**config.mk**
```make
export PLATFORM = sky130hd
export DESIGN_NAME = pid_servo_duty_controller
export DESIGN_NICKNAME = d
export VERILOG_FILES = /design/src/rtl/core/psdc_pkg.sv /design/src/rtl/core/pid_servo_duty_controller.sv /design/src/rtl/core/psdc_cfg.sv /design/src/rtl/core/psdc_mac.sv /design/src/rtl/core/psdc_seq.sv
export SDC_FILE = /design/constraint.sdc
export NUM_CORES = 2
export LEC_CHECK = 0
export BUFFER_PORTS_ARGS = -buffer_cell sky130_fd_sc_hd__buf_4
export CORE_UTILIZATION = 35
export CTS_CLUSTER_SIZE = 28
export DETAILED_ROUTE_END_ITERATION = 8
export SYNTH_ARGS = -nofsm -noshare
export SYNTH_HDL_FRONTEND = slang
export SYNTH_SLANG_ARGS = --single-unit
```
**constraint.sdc**
```tcl
create_clock -name clk_i -period 16.2 [get_ports clk_i]
set_input_delay 0.81 -clock clk_i [delete_from_list [all_inputs] [get_ports clk_i]]
set_output_delay 0.81 -clock clk_i [all_outputs]
set_load 0.005 [all_outputs]
```
**src/rtl/core/psdc_pkg.sv**
```systemverilog
// Package of the PID servo duty controller: types, register map and constants.
// Depends on nothing; the top level, register file, multiply-accumulate unit and sequencer refer to it by scoped names.
`timescale 1ns / 1ps

package psdc_pkg;

  localparam int unsigned GAIN_FRAC_DEFAULT = 16;

  // Configuration port.
  localparam int unsigned CFG_INDEX_W = 3;
  localparam int unsigned CFG_DATA_W  = 32;

  typedef enum logic [CFG_INDEX_W-1:0] {
    REG_SETPOINT       = 3'd0,
    REG_MAX_COORDINATE = 3'd1,
    REG_GAIN_P         = 3'd2,
    REG_GAIN_D         = 3'd3,
    REG_GAIN_I         = 3'd4,
    REG_PERIOD_TICKS   = 3'd5
  } reg_idx_e;

  localparam logic [15:0]        SETPOINT_RST       = 16'd240;
  localparam logic [15:0]        MAX_COORDINATE_RST = 16'd480;
  localparam logic signed [31:0] GAIN_P_RST         = 32'sd6554;
  localparam logic signed [31:0] GAIN_D_RST         = 32'sd0;
  localparam logic signed [31:0] GAIN_I_RST         = 32'sd0;
  localparam logic [15:0]        PERIOD_TICKS_RST   = 16'd25000;

  typedef struct packed {
    logic [15:0]        setpoint;
    logic [15:0]        max_coordinate;
    logic signed [31:0] gain_p;
    logic signed [31:0] gain_d;
    logic signed [31:0] gain_i;
    logic [15:0]        period_ticks;
  } cfg_t;

  // Shared multiply-accumulate unit.
  localparam int unsigned MUL_A_W = 32;
  localparam int unsigned MUL_B_W = 18;
  localparam int unsigned PROD_W  = MUL_A_W + MUL_B_W;
  localparam int unsigned ACC_W   = 64;

  // Weight of the second partial product of the reciprocal and of the error sum.
  localparam int unsigned RECIP_SPLIT = 14;
  localparam int unsigned WORD_SPLIT  = 16;

  typedef enum logic [1:0] {
    SHIFT_NONE  = 2'd0,
    SHIFT_RECIP = 2'd1,
    SHIFT_WORD  = 2'd2
  } shift_e;

  typedef struct packed {
    logic                      valid;
    logic                      clear;
    shift_e                    shift;
    logic signed [MUL_A_W-1:0] a;
    logic signed [MUL_B_W-1:0] b;
  } mac_op_t;

  // Duty bands.
  localparam logic [9:0] DUTY_POS_BASE = 10'd722;
  localparam logic [9:0] DUTY_POS_MAX  = 10'd1000;
  localparam logic [9:0] DUTY_POS_LOW  = 10'd720;
  localparam logic [9:0] DUTY_NEG_BASE = 10'd671;
  localparam logic [9:0] DUTY_NEG_HIGH = 10'd672;
  localparam logic [9:0] DUTY_NEG_MIN  = 10'd393;
  localparam int         BAND_SPAN     = 278;
  localparam int         POS_LOW_EDGE  = 5;

  // Division by 10000 as a multiply by ceil(2^40 / 10000); exact for the
  // 26 bit products of period and duty.
  localparam int unsigned     RECIP_W     = 27;
  localparam logic [26:0]     DUTY_RECIP  = 27'd109951163;
  localparam int unsigned     RECIP_SHIFT = 40;
  localparam int unsigned     X_W         = 26;
  localparam int unsigned     QUOT_W      = 13;

  localparam int unsigned     COMPARE_SHIFT  = 7;
  localparam logic [19:0]     COMPARE_OFFSET = 20'd128;

  typedef struct packed {
    logic        valid;
    logic        direction;
    logic [9:0]  duty;
    logic [19:0] compare_word;
  } result_t;

endpackage

```
**src/rtl/core/pid_servo_duty_controller.sv**
```systemverilog
// Top level of the PID servo duty controller: configuration registers,
// sequencer, shared multiply-accumulate unit and output register. Uses psdc_pkg.
//
// Each request on the input channel carries one measured coordinate for one
// control tick. The coordinate is clamped to max_coordinate, the error against
// setpoint is formed, and the previous error and a saturating 32 bit error sum
// are updated. The PID value gain_p*e + gain_d*(e - previous) + gain_i*sum is
// built exactly in a 64 bit accumulator with GAIN_FRACTION_BITS fraction bits,
// mapped to a duty in the forward band (720 to 1000) or the reverse band (393
// to 672), and scaled by period_ticks into the timer compare word. The input
// stalls from acceptance until the result is loaded into the output register
// and is free again after that, so the block takes no new request before the
// output register has taken the last result. The steps are set by the single
// shared 32 x 18 bit multiplier: the error is formed, four products and a
// drain build the PID sum, the sum is mapped to a duty, one product and a
// drain give period times duty, two products and a drain divide that by 10000
// by reciprocal, the compare word is formed and the result is handed over.
// A finished result waits in the output register, and the next request is
// taken while it is still stalled there.
// Configuration writes are accepted in every cycle and must only be made
// while no request is in flight.
`timescale 1ns / 1ps

module pid_servo_duty_controller #(
  parameter int unsigned GAIN_FRACTION_BITS = psdc_pkg::GAIN_FRAC_DEFAULT
) (
  input  logic                             clk_i,
  input  logic                             rst_ni,
  // Configuration write channel.
  input  logic                             cfg_valid_i,
  output logic                             cfg_ready_o,
  input  logic [psdc_pkg::CFG_INDEX_W-1:0] cfg_index_i,
  input  logic [psdc_pkg::CFG_DATA_W-1:0]  cfg_data_i,
  // Input channel.
  input  logic                             in_valid_i,
  output logic                             in_stall_o,
  input  logic [15:0]                      coordinate_i,
  // Result channel.
  output logic                             out_valid_o,
  input  logic                             out_stall_i,
  output logic                             direction_o,
  output logic [9:0]                       duty_o,
  output logic [19:0]                      compare_word_o
);

  psdc_pkg::cfg_t                     cfg;
  psdc_pkg::mac_op_t                  mac_op;
  logic signed [psdc_pkg::ACC_W-1:0]  mac_acc;
  psdc_pkg::result_t                  res;
  logic                               res_ready;

  logic        out_valid_q;
  logic        direction_q;
  logic [9:0]  duty_q;
  logic [19:0] compare_word_q;

  psdc_cfg u_cfg (
    .clk_i       (clk_i),
    .rst_ni      (rst_ni),
    .cfg_valid_i (cfg_valid_i),
    .cfg_ready_o (cfg_ready_o),
    .cfg_index_i (cfg_index_i),
    .cfg_data_i  (cfg_data_i),
    .cfg_o       (cfg)
  );

  psdc_seq #(
    .GAIN_FRACTION_BITS (GAIN_FRACTION_BITS)
  ) u_seq (
    .clk_i        (clk_i),
    .rst_ni       (rst_ni),
    .cfg_i        (cfg),
    .in_valid_i   (in_valid_i),
    .in_stall_o   (in_stall_o),
    .coordinate_i (coordinate_i),
    .acc_i        (mac_acc),
    .op_o         (mac_op),
    .res_ready_i  (res_ready),
    .res_o        (res)
  );

  psdc_mac u_mac (
    .clk_i  (clk_i),
    .rst_ni (rst_ni),
    .op_i   (mac_op),
    .acc_o  (mac_acc)
  );

  // The output register takes a new result when it is empty or when its
  // current result leaves in the same cycle.
  assign res_ready = !out_valid_q || !out_stall_i;

  always_ff @(posedge clk_i or negedge rst_ni) begin
    if (!rst_ni) begin
      out_valid_q <= 1'b0;
    end else if (res.valid && res_ready) begin
      out_valid_q <= 1'b1;
    end else if (!out_stall_i) begin
      out_valid_q <= 1'b0;
    end
  end

  always_ff @(posedge clk_i) begin
    if (res.valid && res_ready) begin
      direction_q    <= res.direction;
      duty_q         <= res.duty;
      compare_word_q <= res.compare_word;
    end
  end

  assign out_valid_o    = out_valid_q;
  assign direction_o    = direction_q;
  assign duty_o         = duty_q;
  assign compare_word_o = compare_word_q;

endmodule

```
**src/rtl/core/psdc_cfg.sv**
```systemverilog
// Configuration register file of the PID servo duty controller.
// Depends on psdc_pkg for the register map, reset values and cfg_t.
`timescale 1ns / 1ps

module psdc_cfg (
  input  logic                                clk_i,
  input  logic                                rst_ni,
  input  logic                                cfg_valid_i,
  output logic                                cfg_ready_o,
  input  logic [psdc_pkg::CFG_INDEX_W-1:0]    cfg_index_i,
  input  logic [psdc_pkg::CFG_DATA_W-1:0]     cfg_data_i,
  output psdc_pkg::cfg_t                      cfg_o
);

  psdc_pkg::cfg_t cfg_q;

  // Writes are always taken, so the port never holds off.
  assign cfg_ready_o = 1'b1;
  assign cfg_o       = cfg_q;

  always_ff @(posedge clk_i or negedge rst_ni) begin
    if (!rst_ni) begin
      cfg_q.setpoint       <= psdc_pkg::SETPOINT_RST;
      cfg_q.max_coordinate <= psdc_pkg::MAX_COORDINATE_RST;
      cfg_q.gain_p         <= psdc_pkg::GAIN_P_RST;
      cfg_q.gain_d         <= psdc_pkg::GAIN_D_RST;
      cfg_q.gain_i         <= psdc_pkg::GAIN_I_RST;
      cfg_q.period_ticks   <= psdc_pkg::PERIOD_TICKS_RST;
    end else if (cfg_valid_i && cfg_ready_o) begin
      unique case (psdc_pkg::reg_idx_e'(cfg_index_i))
        psdc_pkg::REG_SETPOINT:       cfg_q.setpoint       <= cfg_data_i[15:0];
        psdc_pkg::REG_MAX_COORDINATE: cfg_q.max_coordinate <= cfg_data_i[15:0];
        psdc_pkg::REG_GAIN_P:         cfg_q.gain_p         <= $signed(cfg_data_i);
        psdc_pkg::REG_GAIN_D:         cfg_q.gain_d         <= $signed(cfg_data_i);
        psdc_pkg::REG_GAIN_I:         cfg_q.gain_i         <= $signed(cfg_data_i);
        psdc_pkg::REG_PERIOD_TICKS:   cfg_q.period_ticks   <= cfg_data_i[15:0];
        default: begin
          // Indexes beyond the register map are ignored.
        end
      endcase
    end
  end

endmodule

```
**src/rtl/core/psdc_mac.sv**
```systemverilog
// Shared signed multiply-accumulate unit: registered 32 x 18 product, then a
// 64 bit accumulate with an optional left shift. Depends on psdc_pkg.
`timescale 1ns / 1ps

module psdc_mac (
  input  logic                                    clk_i,
  input  logic                                    rst_ni,
  input  psdc_pkg::mac_op_t                       op_i,
  output logic signed [psdc_pkg::ACC_W-1:0]       acc_o
);

  logic signed [psdc_pkg::PROD_W-1:0] prod_q;
  logic                               pend_q;
  logic                               clear_q;
  psdc_pkg::shift_e                   shift_q;
  logic signed [psdc_pkg::ACC_W-1:0]  acc_q;
  logic signed [psdc_pkg::ACC_W-1:0]  prod_ext;
  logic signed [psdc_pkg::ACC_W-1:0]  addend;
  logic signed [psdc_pkg::ACC_W-1:0]  acc_d;

  always_comb begin
    prod_ext = {{(psdc_pkg::ACC_W - psdc_pkg::PROD_W){prod_q[psdc_pkg::PROD_W-1]}}, prod_q};
    unique case (shift_q)
      psdc_pkg::SHIFT_NONE:  addend = prod_ext;
      psdc_pkg::SHIFT_RECIP: addend = prod_ext <<< psdc_pkg::RECIP_SPLIT;
      psdc_pkg::SHIFT_WORD:  addend = prod_ext <<< psdc_pkg::WORD_SPLIT;
      default:               addend = prod_ext;
    endcase
    acc_d = (clear_q ? '0 : acc_q) + addend;
  end

  always_ff @(posedge clk_i or negedge rst_ni) begin
    if (!rst_ni) begin
      pend_q <= 1'b0;
    end else begin
      pend_q <= op_i.valid;
    end
  end

  always_ff @(posedge clk_i) begin
    if (op_i.valid) begin
      prod_q  <= op_i.a * op_i.b;
      clear_q <= op_i.clear;
      shift_q <= op_i.shift;
    end
    if (pend_q) begin
      acc_q <= acc_d;
    end
  end

  assign acc_o = acc_q;

endmodule

```
**src/rtl/core/psdc_seq.sv**
```systemverilog
// Sequencer of the PID servo duty controller: error, error state, issue of
// the products to the shared unit, duty mapping and compare word. Uses psdc_pkg.
`timescale 1ns / 1ps

module psdc_seq #(
  parameter int unsigned GAIN_FRACTION_BITS = psdc_pkg::GAIN_FRAC_DEFAULT
) (
  input  logic                               clk_i,
  input  logic                               rst_ni,
  input  psdc_pkg::cfg_t                     cfg_i,
  input  logic                               in_valid_i,
  output logic                               in_stall_o,
  input  logic [15:0]                        coordinate_i,
  input  logic signed [psdc_pkg::ACC_W-1:0]  acc_i,
  output psdc_pkg::mac_op_t                  op_o,
  input  logic                               res_ready_i,
  output psdc_pkg::result_t                  res_o
);

  typedef enum logic [3:0] {
    ST_IDLE,
    ST_ERR,
    ST_MUL_P,
    ST_MUL_D,
    ST_MUL_IL,
    ST_MUL_IH,
    ST_DRAIN_PID,
    ST_MAP,
    ST_MUL_X,
    ST_DRAIN_X,
    ST_MUL_RL,
    ST_MUL_RH,
    ST_DRAIN_Q,
    ST_QUOT,
    ST_DONE
  } state_e;

  localparam logic signed [63:0] ONE      = 64'sd1 <<< GAIN_FRACTION_BITS;
  localparam logic signed [63:0] POS_TOP  = 64'(psdc_pkg::BAND_SPAN) <<< GAIN_FRACTION_BITS;
  localparam logic signed [63:0] POS_LOW  = 64'(psdc_pkg::POS_LOW_EDGE) <<< GAIN_FRACTION_BITS;
  localparam logic signed [63:0] NEG_HIGH = -ONE;
  localparam logic signed [63:0] NEG_LOW  = -POS_TOP;

  state_e                              state_q;
  logic [15:0]                         coord_q;
  logic signed [16:0]                  err_q;
  logic signed [17:0]                  diff_q;
  logic signed [16:0]                  prev_err_q;
  logic signed [31:0]                  sum_q;
  logic [psdc_pkg::X_W-1:0]            x_q;
  logic                                dir_q;
  logic [9:0]                          duty_q;
  logic [19:0]                         cmp_q;

  logic signed [16:0]                  err_c;
  logic signed [32:0]                  sum_ext;
  logic signed [31:0]                  sum_sat;
  logic signed [63:0]                  pid_shift;
  logic                                dir_c;
  logic [9:0]                          duty_c;
  logic [psdc_pkg::QUOT_W-1:0]         quot_c;
  logic [19:0]                         cmp_c;

  // Error and saturating error sum.
  always_comb begin
    err_c   = $signed({1'b0, cfg_i.setpoint}) - $signed({1'b0, coord_q});
    sum_ext = {sum_q[31], sum_q} + {{16{err_c[16]}}, err_c};
    if (sum_ext[32] != sum_ext[31]) begin
      sum_sat = sum_ext[32] ? 32'sh8000_0000 : 32'sh7fff_ffff;
    end else begin
      sum_sat = sum_ext[31:0];
    end
  end

  // Duty band mapping of the finished PID sum.
  always_comb begin
    pid_shift = acc_i >>> GAIN_FRACTION_BITS;
    dir_c     = (acc_i > 64'sd0);
    if (dir_c) begin
      priority if (acc_i > POS_TOP) begin
        duty_c = psdc_pkg::DUTY_POS_MAX;
      end else if (acc_i < POS_LOW) begin
        duty_c = psdc_pkg::DUTY_POS_LOW;
      end else begin
        duty_c = psdc_pkg::DUTY_POS_BASE + pid_shift[9:0];
      end
    end else begin
      priority if (acc_i > NEG_HIGH) begin
        duty_c = psdc_pkg::DUTY_NEG_HIGH;
      end else if (acc_i < NEG_LOW) begin
        duty_c = psdc_pkg::DUTY_NEG_MIN;
      end else begin
        duty_c = psdc_pkg::DUTY_NEG_BASE + pid_shift[9:0];
      end
    end
  end

  always_comb begin
    quot_c = acc_i[psdc_pkg::RECIP_SHIFT +: psdc_pkg::QUOT_W];
    cmp_c  = ({7'd0, quot_c} << psdc_pkg::COMPARE_SHIFT) + psdc_pkg::COMPARE_OFFSET;
  end

  // Operations handed to the shared unit.
  always_comb begin
    op_o = '0;
    unique case (state_q)
      ST_MUL_P: begin
        op_o.valid = 1'b1;
        op_o.clear = 1'b1;
        op_o.a     = cfg_i.gain_p;
        op_o.b     = {err_q[16], err_q};
      end
      ST_MUL_D: begin
        op_o.valid = 1'b1;
        op_o.a     = cfg_i.gain_d;
        op_o.b     = diff_q;
      end
      ST_MUL_IL: begin
        op_o.valid = 1'b1;
        op_o.a     = cfg_i.gain_i;
        op_o.b     = {2'b00, sum_q[15:0]};
      end
      ST_MUL_IH: begin
        op_o.valid = 1'b1;
        op_o.shift = psdc_pkg::SHIFT_WORD;
        op_o.a     = cfg_i.gain_i;
        op_o.b     = {{2{sum_q[31]}}, sum_q[31:16]};
      end
      ST_MUL_X: begin
        op_o.valid = 1'b1;
        op_o.clear = 1'b1;
        op_o.a     = {16'd0, cfg_i.period_ticks};
        op_o.b     = {8'd0, duty_q};
      end
      ST_MUL_RL: begin
        op_o.valid = 1'b1;
        op_o.clear = 1'b1;
        op_o.a     = {6'd0, acc_i[psdc_pkg::X_W-1:0]};
        op_o.b     = {4'd0, psdc_pkg::DUTY_RECIP[psdc_pkg::RECIP_SPLIT-1:0]};
      end
      ST_MUL_RH: begin
        op_o.valid = 1'b1;
        op_o.shift = psdc_pkg::SHIFT_RECIP;
        op_o.a     = {6'd0, x_q};
        op_o.b     = {5'd0, psdc_pkg::DUTY_RECIP[psdc_pkg::RECIP_W-1:psdc_pkg::RECIP_SPLIT]};
      end
      default: begin
        op_o = '0;
      end
    endcase
  end

  always_ff @(posedge clk_i or negedge rst_ni) begin
    if (!rst_ni) begin
      state_q    <= ST_IDLE;
      prev_err_q <= '0;
      sum_q      <= '0;
    end else begin
      unique case (state_q)
        ST_IDLE: begin
          if (in_valid_i) begin
            coord_q <= (coordinate_i > cfg_i.max_coordinate) ? cfg_i.max_coordinate
                                                              : coordinate_i;
            state_q <= ST_ERR;
          end
        end
        ST_ERR: begin
          err_q      <= err_c;
          diff_q     <= {err_c[16], err_c} - {prev_err_q[16], prev_err_q};
          prev_err_q <= err_c;
          sum_q      <= sum_sat;
          state_q    <= ST_MUL_P;
        end
        ST_MUL_P:     state_q <= ST_MUL_D;
        ST_MUL_D:     state_q <= ST_MUL_IL;
        ST_MUL_IL:    state_q <= ST_MUL_IH;
        ST_MUL_IH:    state_q <= ST_DRAIN_PID;
        ST_DRAIN_PID: state_q <= ST_MAP;
        ST_MAP: begin
          dir_q   <= dir_c;
          duty_q  <= duty_c;
          state_q <= ST_MUL_X;
        end
        ST_MUL_X:     state_q <= ST_DRAIN_X;
        ST_DRAIN_X:   state_q <= ST_MUL_RL;
        ST_MUL_RL: begin
          x_q     <= acc_i[psdc_pkg::X_W-1:0];
          state_q <= ST_MUL_RH;
        end
        ST_MUL_RH:    state_q <= ST_DRAIN_Q;
        ST_DRAIN_Q:   state_q <= ST_QUOT;
        ST_QUOT: begin
          cmp_q   <= cmp_c;
          state_q <= ST_DONE;
        end
        ST_DONE: begin
          if (res_ready_i) begin
            state_q <= ST_IDLE;
          end
        end
        default: state_q <= ST_IDLE;
      endcase
    end
  end

  assign in_stall_o         = (state_q != ST_IDLE);
  assign res_o.valid        = (state_q == ST_DONE);
  assign res_o.direction    = dir_q;
  assign res_o.duty         = duty_q;
  assign res_o.compare_word = cmp_q;

endmodule

```
Word level (Yosys, flattened, before mapping)
Index checks and enable logic that the tools add are counted.
{ "word_totals": {"in_bits": 56, "out_inout_bits": 34, "ramBits": 0, "memories": 0, "regBits": 455, "romBits": 0, "latchBits": 0, "word_cells": 104} }
{ "classes": {"add_sub_neg": 7, "magnitude_cmp": 6, "n_mul": 1, "shifts": 0, "n_div": 0, "n_reduce_logical": 21, "eq_ne": 25, "mux": 19, "bitwise": 0} }
{ "ops": {"columns": ["op", "n"], "rows": [
  ["50-bit case mux with 7 select lines", 1],
  ["64-bit case mux with 2 select lines", 1],
  ["64-bit adder", 1],
  ["64-bit by 1-bit greater-than comparator with 1-bit output (second input constant)", 1],
  ["64-bit by 17-bit greater-than comparator with 1-bit output (second input constant)", 1],
  ["64-bit by 26-bit greater-than comparator with 1-bit output (second input constant)", 1],
  ["64-bit by 20-bit < comparator with 1-bit output (second input constant)", 1],
  ["64-bit by 26-bit < comparator with 1-bit output (second input constant)", 1],
  ["32-bit 2-to-1 mux", 2],
  ["64-bit 2-to-1 mux", 1],
  ["4-bit case mux with 15 select lines", 1],
  ["32-bit by 18-bit multiplier with 50-bit output", 1],
  ["10-bit 2-to-1 mux", 5],
  ["32-bit by 17-bit adder with 33-bit output", 1],
  ["4-bit == test (second input constant)", 7],
  ["2-bit AND reduction", 11],
  ["10-bit adder (first input constant)", 2],
  ["20-bit by 8-bit adder with 20-bit output (second input constant)", 1],
  ["17-bit by 17-bit subtractor with 18-bit output", 1],
  ["16-bit by 16-bit subtractor with 17-bit output", 1],
  ["4-bit by 3-bit == test with 1-bit output (second input constant)", 4],
  ["16-bit greater-than comparator", 1],
  ["16-bit 2-to-1 mux", 1],
  ["4-bit by 2-bit == test with 1-bit output (second input constant)", 2],
  ["21 further kinds", 29]
]} }

Depth between registers and ports, before layout
{ "logic_depth": {"depth_word": 4, "ltp_mapped": 35, "ltp_nobuf": 30} }

By module
From an unflattened synthesis, not the netlist that was laid out.
{ "hier_totals": {"hier_cells": 4709, "area_unflattened_um2": 46362.0} }
{ "modules_own_cells": {"columns": ["module", "n_inst", "area_each_um2", "cells_each", "seq_area_each_um2"], "rows": [
  ["psdc_mac", 1, 28189.5, 3097, 3538.4],
  ["psdc_seq", 1, 11690.0, 1265, 4359.2],
  ["psdc_cfg", 1, 5504.0, 312, 3629.7],
  ["pid_servo_duty_controller", 1, 978.4, 35, 955.9]
]} }

Least setup slack after synthesis
No wires, ideal clock.
{ "synth_path": {"kind": "reg-to-reg", "startpoint": "register u_seq.state_q[0]", "endpoint": "register u_mac.prod_q[48] (netlist bit), data pin", "setup_ns": 0.258, "n_path_buf": 4, "path_stages_with_launch": 30, "period_less_slack_ns": 8.282, "arrival_time_ns": 8.024, "required_ns": 15.942, "path_slack_ns": 7.918, "path_cell_list": "dfrtp_1 > clkbuf_1 > nand2_1 > nor3_1 > clkbuf_1 > buf_1 > nand2_1 > nand4_1 > clkbuf_1 > nand2_1 > fa_1 > inv_1 > fa_1 > fa_1 > fa_1 > fa_1 > inv_1 > fa_1 > inv_1 > ha_1 > a21o_1 > a21o_1 > a221o_1 > a311o_1 > or4_1 > o21ai_2 > o2111ai_1 > a21oi_2 > o21ai_2 > xnor2_1"} }
{ "synth_via": {"elab_chain_len": 3, "word_cells_on_any_way": 9, "classes_between": "mul (1); eq/ne (7); mux (1)"} }
{ "synth_rtl": {"columns": ["item", "line", "rtl"], "rows": [
  ["from (decl)", "psdc_seq.sv:44", "state_e state_q;"],
  ["from (signal assigned)", "psdc_seq.sv:155", "state_q <= ST_IDLE;"],
  ["from (signal assigned)", "psdc_seq.sv:164", "state_q <= ST_ERR;"],
  ["from (signal assigned)", "psdc_seq.sv:172", "state_q <= ST_MUL_P;"],
  ["4-bit == test, or another cell as far along", "psdc_seq.sv:106", "unique case (state_q)"],
  ["50-bit case mux with 7 select lines *", "psdc_seq.sv:106", null],
  ["32-bit by 18-bit multiplier with 50-bit output *", "psdc_mac.sv:42", "prod_q <= op_i.a * op_i.b;"],
  ["to (signal assigned)", "psdc_mac.sv:42", null],
  ["to (decl)", "psdc_mac.sv:12", "logic signed [psdc_pkg::PROD_W-1:0] prod_q;"]
]} }
Every way passes the cells marked *; elsewhere a longest branch is shown, timed or not.
A chain may end at the register's enable or synchronous reset.

Worst setup path after layout
{ "layout_path": {"startpoint": "register u_seq.state_q[1]", "endpoint": "register u_mac.prod_q[48] (netlist bit), data pin"} }
Same word-level chain as after synthesis.

==> flow_metrics.env <==
export IMPL_r2r_slack_ps=6040
export IMPL_grt_use_total_pct=22.1
export IMPL_critPathCaptureType="flop"
export IMPL_diodes=0
export IMPL_wire_per_inst_um=21.8
export IMPL_route_detailed_drc=0
export IMPL_core_area_mm2=0.128
export IMPL_slew_headroom_pct=16.0
export IMPL_clk_pin_slew_ps=60
export IMPL_fin_skew_ps=20.7
export IMPL_path_common_cell="fa_1"
export IMPL_layout_common_cells="inv_1 (788), nand2_1 (605), fa_1 (557), nor2_1 (391), ha_1 (274)"
export IMPL_cp_slowest_stage_delay_ps=940
export IMPL_antenna_found_initial=3
export IMPL_syn_area_per_cell_um2=9.43
export IMPL_reg2regPathDepth=26
export IMPL_cpMaxStageDelayCell="clkinv_1"
export IMPL_finalCriticalPeriod_ps=10160
export IMPL_die_y_um=362
export IMPL_cts_setup_buffers=0
export IMPL_initial_core_util_pct=35.4
export IMPL_overflow=0
export IMPL_rsz0062_at_grt="false"
export IMPL_vias=35000
export IMPL_die_area_mm2=0.131
export IMPL_rows=131
export IMPL_post_route_util_pct=38.8
export IMPL_synth_seq_cells=441
export IMPL_grt_pass1_vias=35600
export IMPL_grt_max_degree=102
export IMPL_cts_htree_levels=2
export IMPL_hp_class="primary input to async pin"
export IMPL_dr_pass1_iters=6
export IMPL_ys_types=83
export IMPL_holdWs_ps=203
export IMPL_io_pin_count=90
export IMPL_final_common_cell="inv_1"
export IMPL_worstPathRequired_ps=16560
export IMPL_root_buffer="clkbuf_16"
export IMPL_cp_top_family="adder cells"
export IMPL_die_w_um=362
export IMPL_reg2reg_to="u_mac.prod_q[48]$_DFFE_PP_"
export IMPL_ys_async_sr_fraction_pct=45.1
export IMPL_dominantRegCellSynth="edfxtp_1"
export IMPL_synth_edff_count=242
export IMPL_place_gp_congestion=0.942
export IMPL_hold_viol=0
export IMPL_worstMarginPinSlew_ps=1260
export IMPL_wl_met3_um=10900
export IMPL_finalSetupViolCount=0
export IMPL_critPathMaxFanout=41
export IMPL_drv_slew=0
export IMPL_clk_path_buf_depth=3
export IMPL_clock_sinks=441
export IMPL_start_kind="flop"
export IMPL_wl_met2_um=64400
export IMPL_status="completed"
export IMPL_synth_cell_area_mm2=0.0454
export IMPL_yosys_warnings=0
export IMPL_postRouteWirelength_um=143000
export IMPL_hold_buffers=0
export IMPL_final_setup_tns_ps=0
export IMPL_r2r_start="u_seq.state_q[1]$_DFFE_PN0P_"
export IMPL_cts_made_buffers=49
export IMPL_viasPerCell=5.32
export IMPL_drtIter0Drc=3072
export IMPL_criticalPathCategory="flop to flop"
export IMPL_seq_area_frac_synth_pct=27.1
export IMPL_drive_gt1_share_pct=9.00
export IMPL_top_layer="met5"
export IMPL_max_cap_violations=0
export IMPL_dpl_hpwl_um=111000
export IMPL_postSynthCellCount=4813
export IMPL_post_route_period_util_pct=62.7
export IMPL_grt_pass1_wl_um=222000
export IMPL_postRouteAntennaNets=0
export IMPL_cts_tree="done"
export IMPL_crit_buf_inv=4
export IMPL_drt_met1_wl_um=62400
export IMPL_cp_arrival_ps=10520
export IMPL_area_growth_pct=9.38
export IMPL_cts_resized=0
export IMPL_timing_fmax_mhz=98.4
export IMPL_final_nets=5689
export IMPL_port_buffer_count=81
export IMPL_clk_latency_ps=620
[logic make-up after synthesis]
| family | count (synthesis) | share of synthesized area [%] |
|---|---|---|
| other | 2 | 0.0166 |
| and+or+nand+nor | 1385 | 13.5 |
| xor gates and xnor gates | 170 | 3.28 |
| AOI/OAI and AO/OA | 836 | 11.9 |
| buffers and inverters | 995 | 8.32 |
| muxes | 151 | 3.74 |
| DFF | 441 | 27.1 |
| adders and majority gates | 833 | 32.2 |
[routing by layer]
| metal | vias up | track usage [%] |
|---|---|---|
| met4 | 4 | 7.91 |
| met3 | 266 | 3.89 |
| met2 | 1261 | 34.6 |
| met1 | 17700 | 30.6 |
| li1 | 15800 | - |
| met5 | - | 0 |
[layout make-up]
class	instances	area, µm²
multi-input cells	3383	29500
inverters	789	2960
clock buffers	72	1530
fillers	12700	78400
clock inverters	20	184
flip-flops and latches	441	12300
well taps	1729	2160
repair buffers	137	1030
[flip-flops by register name, indices dropped and copies added, names as in the netlist]
register,flops
u_mac.shift_q,2
duty_o,10
u_seq.sum_q,32
u_seq.err_q,17
u_mac.clear_q,1
u_mac.prod_q,50
compare_word_o,13
u_seq.x_q,26
direction_o,1
u_seq.cmp_q,13
u_seq.coord_q,16
u_mac.acc_o,64
out_valid_o,1
u_seq.duty_q,10
u_seq.diff_q,18
u_cfg.cfg_o,144
u_mac.pend_q,1
u_seq.prev_err_q,17
u_seq.state_q,4
u_seq.dir_q,1
[cells in the mapped netlist, drive strengths merged (16+ instances only)]
master,n,share of area (%)
a211oi,23,0.38
a21o,88,1.5
a21oi,197,2.2
a221oi,29,0.57
a22oi,104,1.7
a31oi,25,0.34
and2,31,0.43
and3,44,0.61
and4,19,0.37
buf,29,0.32
clkbuf,177,1.5
dfrtp,178,9.8
dfstp,21,1.2
edfxtp,242,16
fa,557,25
ha,275,7.6
inv,788,6.5
mux2,149,3.7
nand2,605,5.0
nand2b,19,0.26
nand3,69,0.76
nand4,49,0.68
nor2,395,3.3
nor2b,76,1.0
nor3,27,0.31
nor4,16,0.22
o21a,26,0.43
o21ai,217,2.4
o21bai,26,0.43
xnor2,116,2.2
xor2,54,1.0
[worst max-delay path by stage]
stage | from | endpoint | slack [ps] | depth (start not counted)
finish | u_seq.state_q[1]$_DFFE_PN0P_ | u_mac.prod_q[48]$_DFFE_PP_ | 6040 | 26
global route | u_seq.state_q[1]$_DFFE_PN0P_ | u_mac.prod_q[43]$_DFFE_PP_ | 5310 | 25
CTS | u_seq.state_q[1]$_DFFE_PN0P_ | u_mac.prod_q[48]$_DFFE_PP_ | 6080 | 26
detailed placement | u_seq.state_q[1]$_DFFE_PN0P_ | u_mac.prod_q[48]$_DFFE_PP_ | 6180 | 26
global placement | u_seq.state_q[1]$_DFFE_PN0P_ | u_mac.prod_q[48]$_DFFE_PP_ | 6380 | 26
floorplan | u_seq.state_q[0]$_DFFE_PN0P_ | u_mac.prod_q[48]$_DFFE_PP_ | 7920 | 29
[metrics by stage]
stage | setup WS, ps | cell area, µm² | std cells
2_1_floorplan | 7920 | 45400 | 4819
3_3_place_gp | 6380 | 47900 | 6479
3_5_place_dp | 6180 | 47900 | 6479
4_1_cts | 6080 | 49600 | 6571
5_1_grt | 5310 | 49600 | 6571
6_report | 6040 | 49600 | 6571
Power is not shown: default switching activity piles up to over one toggle a cycle in this logic, so the estimate is an artifact.
